<file path="src/design/srfr_pkg.sv">
// ---------------------------------------------------------------------------
// srfr_pkg
// Shared types, codes and the CRC-16/CCITT-FALSE byte update for the
// sync / length / crc16 frame receiver.
// ---------------------------------------------------------------------------
package srfr_pkg;

    localparam logic [7:0]  SYNC_FIRST        = 8'hAB;
    localparam logic [7:0]  SYNC_SECOND       = 8'hBA;
    localparam logic [15:0] CRC_INIT          = 16'hFFFF;
    localparam logic [7:0]  MAX_PAYLOAD_RESET = 8'd48;

    // result kind codes
    localparam logic KIND_DATA = 1'b0;
    localparam logic KIND_END  = 1'b1;

    // frame end status codes
    localparam logic [1:0] ST_OK      = 2'd0;
    localparam logic [1:0] ST_CRC_BAD = 2'd1;
    localparam logic [1:0] ST_LEN_BAD = 2'd2;

    // parser phases, one-hot
    typedef enum logic [5:0] {
        PH_HUNT   = 6'b000001,
        PH_SYNC2  = 6'b000010,
        PH_LEN    = 6'b000100,
        PH_DATA   = 6'b001000,
        PH_CRC_HI = 6'b010000,
        PH_CRC_LO = 6'b100000
    } t_phase;

    // one result word
    typedef struct packed {
        logic       kind;
        logic [7:0] out_byte;
        logic [7:0] byte_index;
        logic [1:0] frame_status;
    } t_result;

    // crc-16/ccitt-false update by one byte, poly 0x1021, msb first
    function automatic logic [15:0] crc_byte(input logic [15:0] crc, input logic [7:0] b);
        logic [7:0]  t;
        logic [15:0] r;
        t = crc[15:8] ^ b;
        t = t ^ {4'd0, t[7:4]};
        r = {crc[7:0], 8'd0};
        r = r ^ {t[3:0], 12'd0};
        r = r ^ {3'd0, t, 5'd0};
        r = r ^ {8'd0, t};
        return r;
    endfunction

endpackage

</file>
<file path="src/design/srfr_parser.sv">
// ---------------------------------------------------------------------------
// srfr_parser
// Frame parse state and running crc. Gives the result for the word
// presented on i_byte and advances its state when i_step is high.
// ---------------------------------------------------------------------------
module srfr_parser (
    input  logic                i_clk,
    input  logic                i_rst_n,
    input  logic                i_step,
    input  logic [7:0]          i_byte,
    input  logic [7:0]          i_max_payload,
    output logic                o_res_valid,
    output srfr_pkg::t_result   o_res
);

    srfr_pkg::t_phase r_phase, n_phase;
    logic [15:0]      r_crc, n_crc;
    logic [7:0]       r_len, n_len;
    logic [7:0]       r_seen, n_seen;
    logic [7:0]       r_crc_hi, n_crc_hi;
    logic [7:0]       seen_inc;
    logic [15:0]      crc_upd;
    logic [15:0]      crc_restart;

    assign seen_inc    = r_seen + 8'd1;
    assign crc_upd     = srfr_pkg::crc_byte(r_crc, i_byte);
    assign crc_restart = srfr_pkg::crc_byte(srfr_pkg::CRC_INIT, i_byte);

    // next state and result
    always_comb begin
        n_phase     = r_phase;
        n_crc       = r_crc;
        n_len       = r_len;
        n_seen      = r_seen;
        n_crc_hi    = r_crc_hi;
        o_res_valid = 1'b0;
        o_res       = '{kind: srfr_pkg::KIND_DATA, out_byte: 8'd0,
                        byte_index: 8'd0, frame_status: srfr_pkg::ST_OK};
        case (r_phase)
            srfr_pkg::PH_SYNC2: begin
                if (i_byte == srfr_pkg::SYNC_SECOND) begin
                    n_crc   = crc_upd;
                    n_phase = srfr_pkg::PH_LEN;
                end else if (i_byte == srfr_pkg::SYNC_FIRST) begin
                    n_crc   = crc_restart;
                    n_phase = srfr_pkg::PH_SYNC2;
                end else begin
                    n_phase = srfr_pkg::PH_HUNT;
                end
            end
            srfr_pkg::PH_LEN: begin
                n_len  = i_byte;
                n_seen = 8'd0;
                if (i_byte > i_max_payload) begin
                    n_phase            = srfr_pkg::PH_HUNT;
                    o_res_valid        = 1'b1;
                    o_res.kind         = srfr_pkg::KIND_END;
                    o_res.byte_index   = i_byte;
                    o_res.frame_status = srfr_pkg::ST_LEN_BAD;
                end else begin
                    n_crc   = crc_upd;
                    n_phase = (i_byte == 8'd0) ? srfr_pkg::PH_CRC_HI : srfr_pkg::PH_DATA;
                end
            end
            srfr_pkg::PH_DATA: begin
                o_res_valid      = 1'b1;
                o_res.out_byte   = i_byte;
                o_res.byte_index = r_seen;
                n_crc            = crc_upd;
                n_seen           = seen_inc;
                if (seen_inc == r_len) begin
                    n_phase = srfr_pkg::PH_CRC_HI;
                end
            end
            srfr_pkg::PH_CRC_HI: begin
                n_crc_hi = i_byte;
                n_phase  = srfr_pkg::PH_CRC_LO;
            end
            srfr_pkg::PH_CRC_LO: begin
                n_phase            = srfr_pkg::PH_HUNT;
                o_res_valid        = 1'b1;
                o_res.kind         = srfr_pkg::KIND_END;
                o_res.byte_index   = r_len;
                o_res.frame_status = ({r_crc_hi, i_byte} == r_crc) ?
                                     srfr_pkg::ST_OK : srfr_pkg::ST_CRC_BAD;
            end
            default: begin
                // hunting for the first sync byte
                if (i_byte == srfr_pkg::SYNC_FIRST) begin
                    n_crc   = crc_restart;
                    n_phase = srfr_pkg::PH_SYNC2;
                end else begin
                    n_phase = srfr_pkg::PH_HUNT;
                end
            end
        endcase
    end

    // state registers
    always_ff @(posedge i_clk) begin
        if (!i_rst_n) begin
            r_phase  <= srfr_pkg::PH_HUNT;
            r_crc    <= srfr_pkg::CRC_INIT;
            r_len    <= 8'd0;
            r_seen   <= 8'd0;
            r_crc_hi <= 8'd0;
        end else if (i_step) begin
            r_phase  <= n_phase;
            r_crc    <= n_crc;
            r_len    <= n_len;
            r_seen   <= n_seen;
            r_crc_hi <= n_crc_hi;
        end
    end

endmodule

</file>
<file path="src/design/sync_length_crc16_frame_receiver_unit.sv">
// ---------------------------------------------------------------------------
// sync_length_crc16_frame_receiver_unit
// Framed packet receiver: sync pair, length, payload, crc-16/ccitt-false.
// ---------------------------------------------------------------------------
// Bytes enter on s_axis one word at a time. The block hunts for 0xAB 0xBA,
// reads a length byte, passes each payload byte on with its index
// (tuser = 0) and checks the big-endian crc that follows, giving one frame
// end word (tuser = 1) with status ok, crc mismatch or length too large.
// An accepted byte is held in the input register and its result, if any,
// is then registered in the output register, where it waits while the output
// is held; one byte per cycle is sustained while m_axis_tready is high. The
// max_payload register (reset 48) is to be written through the cfg port only
// while the block is idle; the block itself does not enforce this.
module sync_length_crc16_frame_receiver_unit (
    input  logic        i_clk,
    input  logic        i_rst_n,
    // configuration write
    input  logic        i_cfg_valid,
    output logic        o_cfg_ready,
    input  logic [7:0]  i_cfg_data,      // max_payload
    // received bytes
    input  logic        s_axis_tvalid,
    output logic        s_axis_tready,
    input  logic [7:0]  s_axis_tdata,    // [7:0] rx_byte
    // results
    output logic        m_axis_tvalid,
    input  logic        m_axis_tready,
    output logic [23:0] m_axis_tdata,    // [7:0] out_byte, [15:8] byte_index,
                                         // [17:16] frame_status, [23:18] zero
    output logic [0:0]  m_axis_tuser     // [0] out_kind
);

    logic              r_in_valid;
    logic [7:0]        r_in_byte;
    logic              r_out_valid;
    srfr_pkg::t_result r_out;
    logic [7:0]        r_max_payload;
    logic              step;
    logic              res_valid;
    srfr_pkg::t_result res;

    // input word leaves when the output register is free or being drained
    assign step          = r_in_valid && (!r_out_valid || m_axis_tready);
    assign s_axis_tready = !r_in_valid || step;
    assign o_cfg_ready   = 1'b1;

    // configuration register
    always_ff @(posedge i_clk) begin
        if (!i_rst_n) begin
            r_max_payload <= srfr_pkg::MAX_PAYLOAD_RESET;
        end else if (i_cfg_valid) begin
            r_max_payload <= i_cfg_data;
        end
    end

    // input register
    always_ff @(posedge i_clk) begin
        if (!i_rst_n) begin
            r_in_valid <= 1'b0;
        end else if (s_axis_tready) begin
            r_in_valid <= s_axis_tvalid;
        end
    end

    always_ff @(posedge i_clk) begin
        if (s_axis_tvalid && s_axis_tready) begin
            r_in_byte <= s_axis_tdata;
        end
    end

    srfr_parser u_parser (
        .i_clk         (i_clk),
        .i_rst_n       (i_rst_n),
        .i_step        (step),
        .i_byte        (r_in_byte),
        .i_max_payload (r_max_payload),
        .o_res_valid   (res_valid),
        .o_res         (res)
    );

    // output register
    always_ff @(posedge i_clk) begin
        if (!i_rst_n) begin
            r_out_valid <= 1'b0;
        end else if (step) begin
            r_out_valid <= res_valid;
        end else if (m_axis_tready) begin
            r_out_valid <= 1'b0;
        end
    end

    always_ff @(posedge i_clk) begin
        if (step && res_valid) begin
            r_out <= res;
        end
    end

    assign m_axis_tvalid = r_out_valid;
    assign m_axis_tdata  = {6'd0, r_out.frame_status, r_out.byte_index, r_out.out_byte};
    assign m_axis_tuser  = r_out.kind;

    // payload words carry ok status
    a_data_status: assert property (@(posedge i_clk) disable iff (!i_rst_n)
        (r_out_valid && r_out.kind == srfr_pkg::KIND_DATA) |->
            r_out.frame_status == srfr_pkg::ST_OK)
        else $error("payload word with nonzero status");

    // frame end words carry a zero byte and a defined status
    a_end_word: assert property (@(posedge i_clk) disable iff (!i_rst_n)
        (r_out_valid && r_out.kind == srfr_pkg::KIND_END) |->
            (r_out.out_byte == 8'd0 && r_out.frame_status != 2'd3))
        else $error("malformed frame end word");

    // input stalls only when both registers are full and the output is held
    a_stall_cause: assert property (@(posedge i_clk) disable iff (!i_rst_n)
        !s_axis_tready |-> (r_in_valid && r_out_valid && !m_axis_tready))
        else $error("input stalled without cause");

    // a result never appears without a consumed input word
    a_out_source: assert property (@(posedge i_clk) disable iff (!i_rst_n)
        $rose(r_out_valid) |-> $past(step))
        else $error("result without input word");

endmodule
</file>
<file path="config.mk">
export PLATFORM = sky130hd
export DESIGN_NAME = sync_length_crc16_frame_receiver_unit
export DESIGN_NICKNAME = d
export VERILOG_FILES = /design/src/design/srfr_pkg.sv /design/src/design/srfr_parser.sv /design/src/design/sync_length_crc16_frame_receiver_unit.sv
export SDC_FILE = /design/constraint.sdc
export NUM_CORES = 1
export LEC_CHECK = 0
export ABC_AREA = 1
export BUFFER_PORTS_ARGS = -buffer_cell sky130_fd_sc_hd__buf_2
export CORE_UTILIZATION = 25
export DETAILED_ROUTE_END_ITERATION = 10
export HOLD_SLACK_MARGIN = 0.03
export PLACE_DENSITY = 0.39
export RECOVER_POWER = 50
export SYNTH_ARGS = -nofsm -noshare
export SYNTH_HDL_FRONTEND = slang
export SYNTH_SLANG_ARGS = --single-unit
</file>
<file path="constraint.sdc">
create_clock -name i_clk -period 2.7 [get_ports i_clk]
set_input_delay 0.135 -clock i_clk [delete_from_list [all_inputs] [get_ports i_clk]]
set_output_delay 0.135 -clock i_clk [all_outputs]
set_load 0.01 [all_outputs]
</file>
# After elaboration in Yosys (flattened, before gate mapping)

Index checks and enable logic that the tools add are counted.

Bitwise gates (word level): 11
Eq/ne operators: 11
Shift operators: 0
Order comparisons: 1
Multiply operators: 0
Reductions and logical operators: 17
Div/mod/pow operators: 0
Add/sub/neg operators: 1
Mux-type cells: 20

Operator list:

| kind                                                             | number |
|---|---|
| 16-bit one-hot mux with 4 select lines                           | 1 |
| 16-bit two-way mux                                               | 3 |
| 16-bit by 13-bit bitwise XOR with 16-bit output                  | 2 |
| 16-bit by 8-bit bitwise XOR with 16-bit output                   | 2 |
| 6-bit one-hot mux with 5 select lines                            | 1 |
| 8-bit one-hot mux with 3 select lines                            | 1 |
| 6-bit two-way mux                                                | 3 |
| 16-bit == test                                                   | 1 |
| 8-bit == test (second input constant)                            | 2 |
| 8-bit NOT                                                        | 2 |
| 8-bit one-hot mux with 2 select lines                            | 1 |
| 16-bit bitwise XOR                                               | 1 |
| 8-bit by 4-bit bitwise XOR with 8-bit output                     | 2 |
| 10-bit two-way mux                                               | 1 |
| 8-bit by 1-bit adder with 8-bit output (second input constant)   | 1 |
| 8-bit == test                                                    | 1 |
| 8-bit > comparator                                               | 1 |
| 8-bit zero test                                                  | 1 |
| 2-bit AND reduction                                              | 4 |
| 8-bit bitwise XOR                                                | 1 |
| 6-bit by 2-bit == test with 1-bit output (second input constant) | 1 |
| 6-bit by 3-bit == test with 1-bit output (second input constant) | 1 |
| 6-bit by 4-bit == test with 1-bit output (second input constant) | 1 |
| 6-bit by 5-bit == test with 1-bit output (second input constant) | 1 |
| other kinds (15)                                                 | 25 |

Memories: 0
Memory bits (read-only): 0
Bits in latches: 0
Memory bits (writable): 0
Register bits: 83

# Depth between registers and ports, before layout

Word-level depth: 8
Depth in mapped cells: 15
Gate-level depth less buffers: 15

# Modules after synthesis

From an unflattened synthesis, not the netlist that was laid out.

Cell total of the unflattened synthesis: 521
Area, all modules: 4415.5 µm²

By module, submodules not included:

| module                                | area each (µm²) | times used | cells an instance |
|---|---|---|---|
| srfr_parser                           | 3171.8          | 1          | 434 |
| sync_length_crc16_frame_receiver_unit | 1243.7          | 1          | 87 |

# Worst setup path before layout

Ideal clock, no wire load.

Path type: reg2reg
Start point: register r_in_byte[7]
End point: register r_out (netlist bit m_axis_tdata[0]) (enable)
Path slack: 0.531 ns
Data arrival time: 1.795 ns
Required time: 2.326 ns
Cell stages (with the launch flop): 10
Buffers on the path: 0
Path through: edfxtp_1 -> ha_1 -> nand2_1 -> nor2_1 -> nand2_1 -> nand2_1 -> nand3_2 -> nand2_1 -> o21ai_0 -> inv_1

Longest elaborated chain between the ends: 4

RTL lines:

| item                                  | RTL line                                    | source |
|---|---|---|
| start, declared                       | sync_length_crc16_frame_receiver_unit.sv:34 | `logic [7:0] r_in_byte;` |
| start signal, assigned                | sync_length_crc16_frame_receiver_unit.sv:67 | `r_in_byte <= s_axis_tdata;` |
| 8-bit > comparator                    | srfr_parser.sv:54                           | `if (i_byte > i_max_payload) begin` |
| 1-bit two-way mux                     | srfr_parser.sv:54                           |  |
| 1-bit one-hot mux with 2 select lines | srfr_parser.sv:39                           | `case (r_phase)` |
| 1-bit logical AND                     | sync_length_crc16_frame_receiver_unit.sv:93 | `if (step && res_valid) begin` |
| end signal, assigned                  | sync_length_crc16_frame_receiver_unit.sv:94 | `r_out <= res;` |
| end, declared                         | sync_length_crc16_frame_receiver_unit.sv:36 | `srfr_pkg::t_result r_out;` |

Every way passes these cells.
A chain may end at the register's enable or synchronous reset.

# Final worst setup path

Start point: register r_in_byte[0]
End point: register u_parser.r_crc[3]

Longest elaborated chain between the ends: 4

RTL lines:

| item                                                                       | RTL line           | source |
|---|---|---|
| parallel branches: the longest is 4 deep, another holds 8-bit > comparator | -                  |  |
| end signal, assigned                                                       | srfr_parser.sv:103 | `r_crc <= srfr_pkg::CRC_INIT;` |
| end signal, assigned                                                       | srfr_parser.sv:109 | `r_crc <= n_crc;` |
| end, declared                                                              | srfr_parser.sv:17  | `logic [15:0] r_crc, n_crc;` |

Parallel ways; which one is timed is not known.

==> flow_summary_export.csv <==
group,metric,value,unit
drt,route.final.wire_length,11500,um
critical_path,timing.critical_path.from_type,"register",
clock_tree,cts_tree,"done",
timing,final.setup_skew,7.624,ps
drt,via_total_after_detailed_routing,3470,
outcome,status,"complete, but fails checks",
grt,grtUsageMet3,0.02576,
critical_path,timing.critical_path.cells,"inv_1, ha_1, inv_1, a21oi_1, o21ai_0, nand2_1, nand2_1, nand3_2, nand2_2, inv_2, nand2_1, a21oi_1, o21ai_0",
placement,detailed_place.area,4679,um^2
floorplanning,floorplan.core_area,16580,um^2
floorplanning,die_area,17470,um^2
clock_tree,clock_sinks,83,
floorplanning,top_level_ports,49,
clock_tree,postCtsSetupBuffers,0,
grt,top_usage_layer,"met2",
layout,layout.cells.most_common_list,"nand2_1 (106), inv_1 (61), dfxtp_1 (56), a21oi_1 (41), nand3_1 (40)",
layout,layout.cells.most_common,"nand2_1",
layout,postLayoutCellArea,5054,um^2
critical_path,slowest_stage,"edfxtp_1",
placement,place_hpwl,8712,um
outcome,violations_in_the_final_reports,"max-capacitance violations, max-slew violations",
grt,grt.total_usage,0.1404,
placement,globalplace.congestion,0.8095,
layout,layout_fillers,1818,
layout,design.final.nets,610,
pwr,ir_worst_vdd,305.5,uV
synth,synth.cell_area,4235,um^2
clock_tree,clk_pin_slew,60,ps
timing,setup_total_neg_slack,0,ps
clock_tree,cts-hold-fix-buffers,12,
timing,maxSlewViolCount,38,
layout,final_layout_size_suffix_gt1_frac,0.1145,
min_path,hp-class,"in2reg",
drt,ant_nets,0,
clock_tree,cts-root-buf,"clkbuf_16",
synth,yosys.cell_types.count,40,
grt,grt_antenna_before_repair,0,
clock_tree,cts_inserted_buffers,9,
synth,yosys_warnings,0,
timing,total_count_of_hold_check_failures_in_the_final_report,0,
grt,number_of_global_route_vias_before_repair,3468,
placement,dpl_worst_slack,354.4,ps
floorplanning,fp.dieW,132.2,um
drt,drt-pass1-iter-count,5,
grt,largest_net_degree_at_the_start_of_global_routing,38,
floorplanning,effective_utilization_at_floorplan,0.2554,
timing,slew_of_the_pin_with_the_lowest_slew_margin,1631,ps
critical_path,worstPathRequired,2920,ps
floorplanning,die_h,132.2,um
synth,yosys_register_bits,83,
clock_tree,post_cts_resize_count,0,
synth,synthesis.area_per_instance,8.098,um^2
critical_path,worst_path_class_setup,"reg2reg",
layout,antenna_cell_count,0,
critical_path,cp-end-kind,"register",
timing,finalCritPeriodShare,0.8728,
timing,final_setup_slack_of_the_worst_path,343.4,ps
critical_path,cp_slowest_stage_delay,490,ps
grt,grt_pass1_wl,18670,um
flow_run,max_capacitance_violation_count,1,
clock_tree,clkLatencyLatePin,350,ps
layout,syn2layout_area_growth,19.32,%
grt,met1_usage_in_global_routing,0.1926,
drt,drc_errors,0,
timing,slew_headroom,-0.08748,
grt,globalRouteMet2Util,0.2166,
placement,portBuffers,41,
grt,globalRouteOverflowTotal,0,
critical_path,largest_driver_fanout_on_the_critical_path,11,
clock_tree,htreeDepth,3,
floorplanning,std_cell_rows,47,
timing,layout_min_cycle_time,2357,ps
timing,maxClockFrequency,424.3,MHz
synth,synth_cells,523,
pwr,cellLeakagePower,0.002084,uW
critical_path,critPathArrivalTime,2580,ps
clock_tree,cts-root-to-sink-buffers,2,
pwr,power_density,568.5,nW/um^2
timing,setup_viol,0,
critical_path,cp_common_cell,"nand2_1",
drt,wl_per_cell,14.28,um
timing,rsz0062_at_grt,"false",
drt,1st_iter_drt_viols,129,
drt,via_density,4.311,
synth,synth-seq-area-share,0.4561,
-- routing by layer --
| metal | up-vias | wire [um] | share of wire |
|---|---|---|---|
| met5 | - | 0 | 0 |
| met4 | 0 | 175 | 0.015 |
| met3 | 12 | 496 | 0.043 |
| met2 | 69 | 5071 | 0.44 |
| met1 | 1561 | 5755 | 0.50 |
| li1 | 1828 | - | - |
-- final cells by class --
cell class / count / area, um^2 / area share
well taps: 220 / 275.3 / 0.05447
clock buffers: 9 / 225.2 / 0.04457
clock inverters: 7 / 73.82 / 0.01461
repair buffers: 61 / 352.8 / 0.06982
multi-input cells: 361 / 1954 / 0.3867
inverters: 64 / 240.2 / 0.04754
flip-flops and latches: 83 / 1932 / 0.3823
-- power by group --
part	switching [uW]	internal (uW)	total [uW]
Clock	538	722	1260
Sequential	25.0	1310	1340
Combinational	170	104	274
Total	733	2140	2870
-- path summary, 6_finish.rpt --
| path | start | to | slack, ps | cells past startpoint |
|---|---|---|---|---|
| setup / recovery | r_in_byte[0] | u_parser.r_crc[3] | 340 | 13 |
| hold / removal | i_cfg_valid | r_max_payload[5] | 50 | 2 |
| setup reg to reg | r_in_byte[0] | u_parser.r_crc[3] | 340 | 13 |
| hold reg to reg | r_max_payload[1] | r_max_payload[1] | 470 | 2 |
-- cells by family after synthesis --
logic type / count (synthesis) / share of synthesized area
other: 2 / 0.001773
AO/OA/AOI/OAI: 96 / 0.1273
buffers and inverters: 84 / 0.08390
flip-flops: 83 / 0.4561
AND/OR/NAND/NOR: 215 / 0.2322
XOR/XNOR: 34 / 0.07208
adder cells (fa/ha/maj): 9 / 0.02659
-- through the flow --
stage          hold slack, ps  std cells  utilization  power [uW]
2_1_floorplan           233.9        528            -        1552
3_3_place_gp            311.5        777       0.2822        1636
3_5_place_dp            313.7        777       0.2822        1634
4_1_cts                 36.22        805       0.3075        2924
5_1_grt                 74.76        805       0.3047        3021
6_report                47.63        805       0.3047        2873
-- critical path, delay by kind of cell (launching register included) --
family / cells / cell delay, ps
AO/OA/AOI/OAI: 4 / 490
adder cells (fa/ha/maj): 1 / 180
buffers and inverters: 3 / 410
flip-flops: 1 / 490
AND/OR/NAND/NOR: 5 / 650
-- synthesized netlist by cell type --
| library cell | instances | area share |
|---|---|---|
| clkbuf_2 | 1 | 0.0012 |
| o21ai_1 | 4 | 0.0047 |
| nor3_1 | 2 | 0.0024 |
| a31oi_1 | 1 | 0.0015 |
| or2_2 | 4 | 0.0059 |
| ha_1 | 9 | 0.027 |
| o21bai_1 | 2 | 0.0035 |
| buf_1 | 1 | 0.00089 |
| xor2_2 | 1 | 0.0038 |
| inv_1 | 60 | 0.053 |
| nand2_2 | 8 | 0.012 |
| dfxtp_1 | 56 | 0.26 |
| a21oi_1 | 41 | 0.048 |
| a211oi_1 | 1 | 0.0018 |
| nand2_1 | 105 | 0.093 |
| nor4_1 | 5 | 0.0074 |
| and2_1 | 1 | 0.0015 |
| inv_2 | 4 | 0.0035 |
| nand3_1 | 40 | 0.047 |
| nor2_4 | 3 | 0.0080 |
| o21ai_0 | 32 | 0.038 |
| xnor2_1 | 14 | 0.029 |
| clkbuf_1 | 6 | 0.0053 |
| o21a_1 | 1 | 0.0018 |
| edfxtp_1 | 27 | 0.19 |
| buf_4 | 7 | 0.012 |
| nor3_2 | 1 | 0.0024 |
| nand3_2 | 2 | 0.0047 |
| o211ai_1 | 4 | 0.0071 |
| nor2_2 | 6 | 0.0089 |
| conb_1 | 2 | 0.0018 |
| nor2_1 | 33 | 0.029 |
| buf_6 | 1 | 0.0027 |
| o221ai_1 | 8 | 0.017 |
| o21ai_2 | 1 | 0.0021 |
| nand4_1 | 3 | 0.0044 |
| a41oi_1 | 1 | 0.0021 |
| buf_2 | 4 | 0.0047 |
| xor2_1 | 19 | 0.039 |
| nand2_4 | 2 | 0.0053 |
-- flip-flops by register name, summed over array words and instances (netlist names), 6 cells and up --
| register | count |
|---|---|
| u_parser.r_phase | 6 |
| u_parser.r_crc | 16 |
| m_axis_tdata | 18 |
| r_max_payload | 8 |
| r_in_byte | 8 |
| u_parser.r_crc_hi | 8 |
| u_parser.r_seen | 8 |
| u_parser.r_len | 8 |
Note: power is estimated with default switching activity, not from simulation.
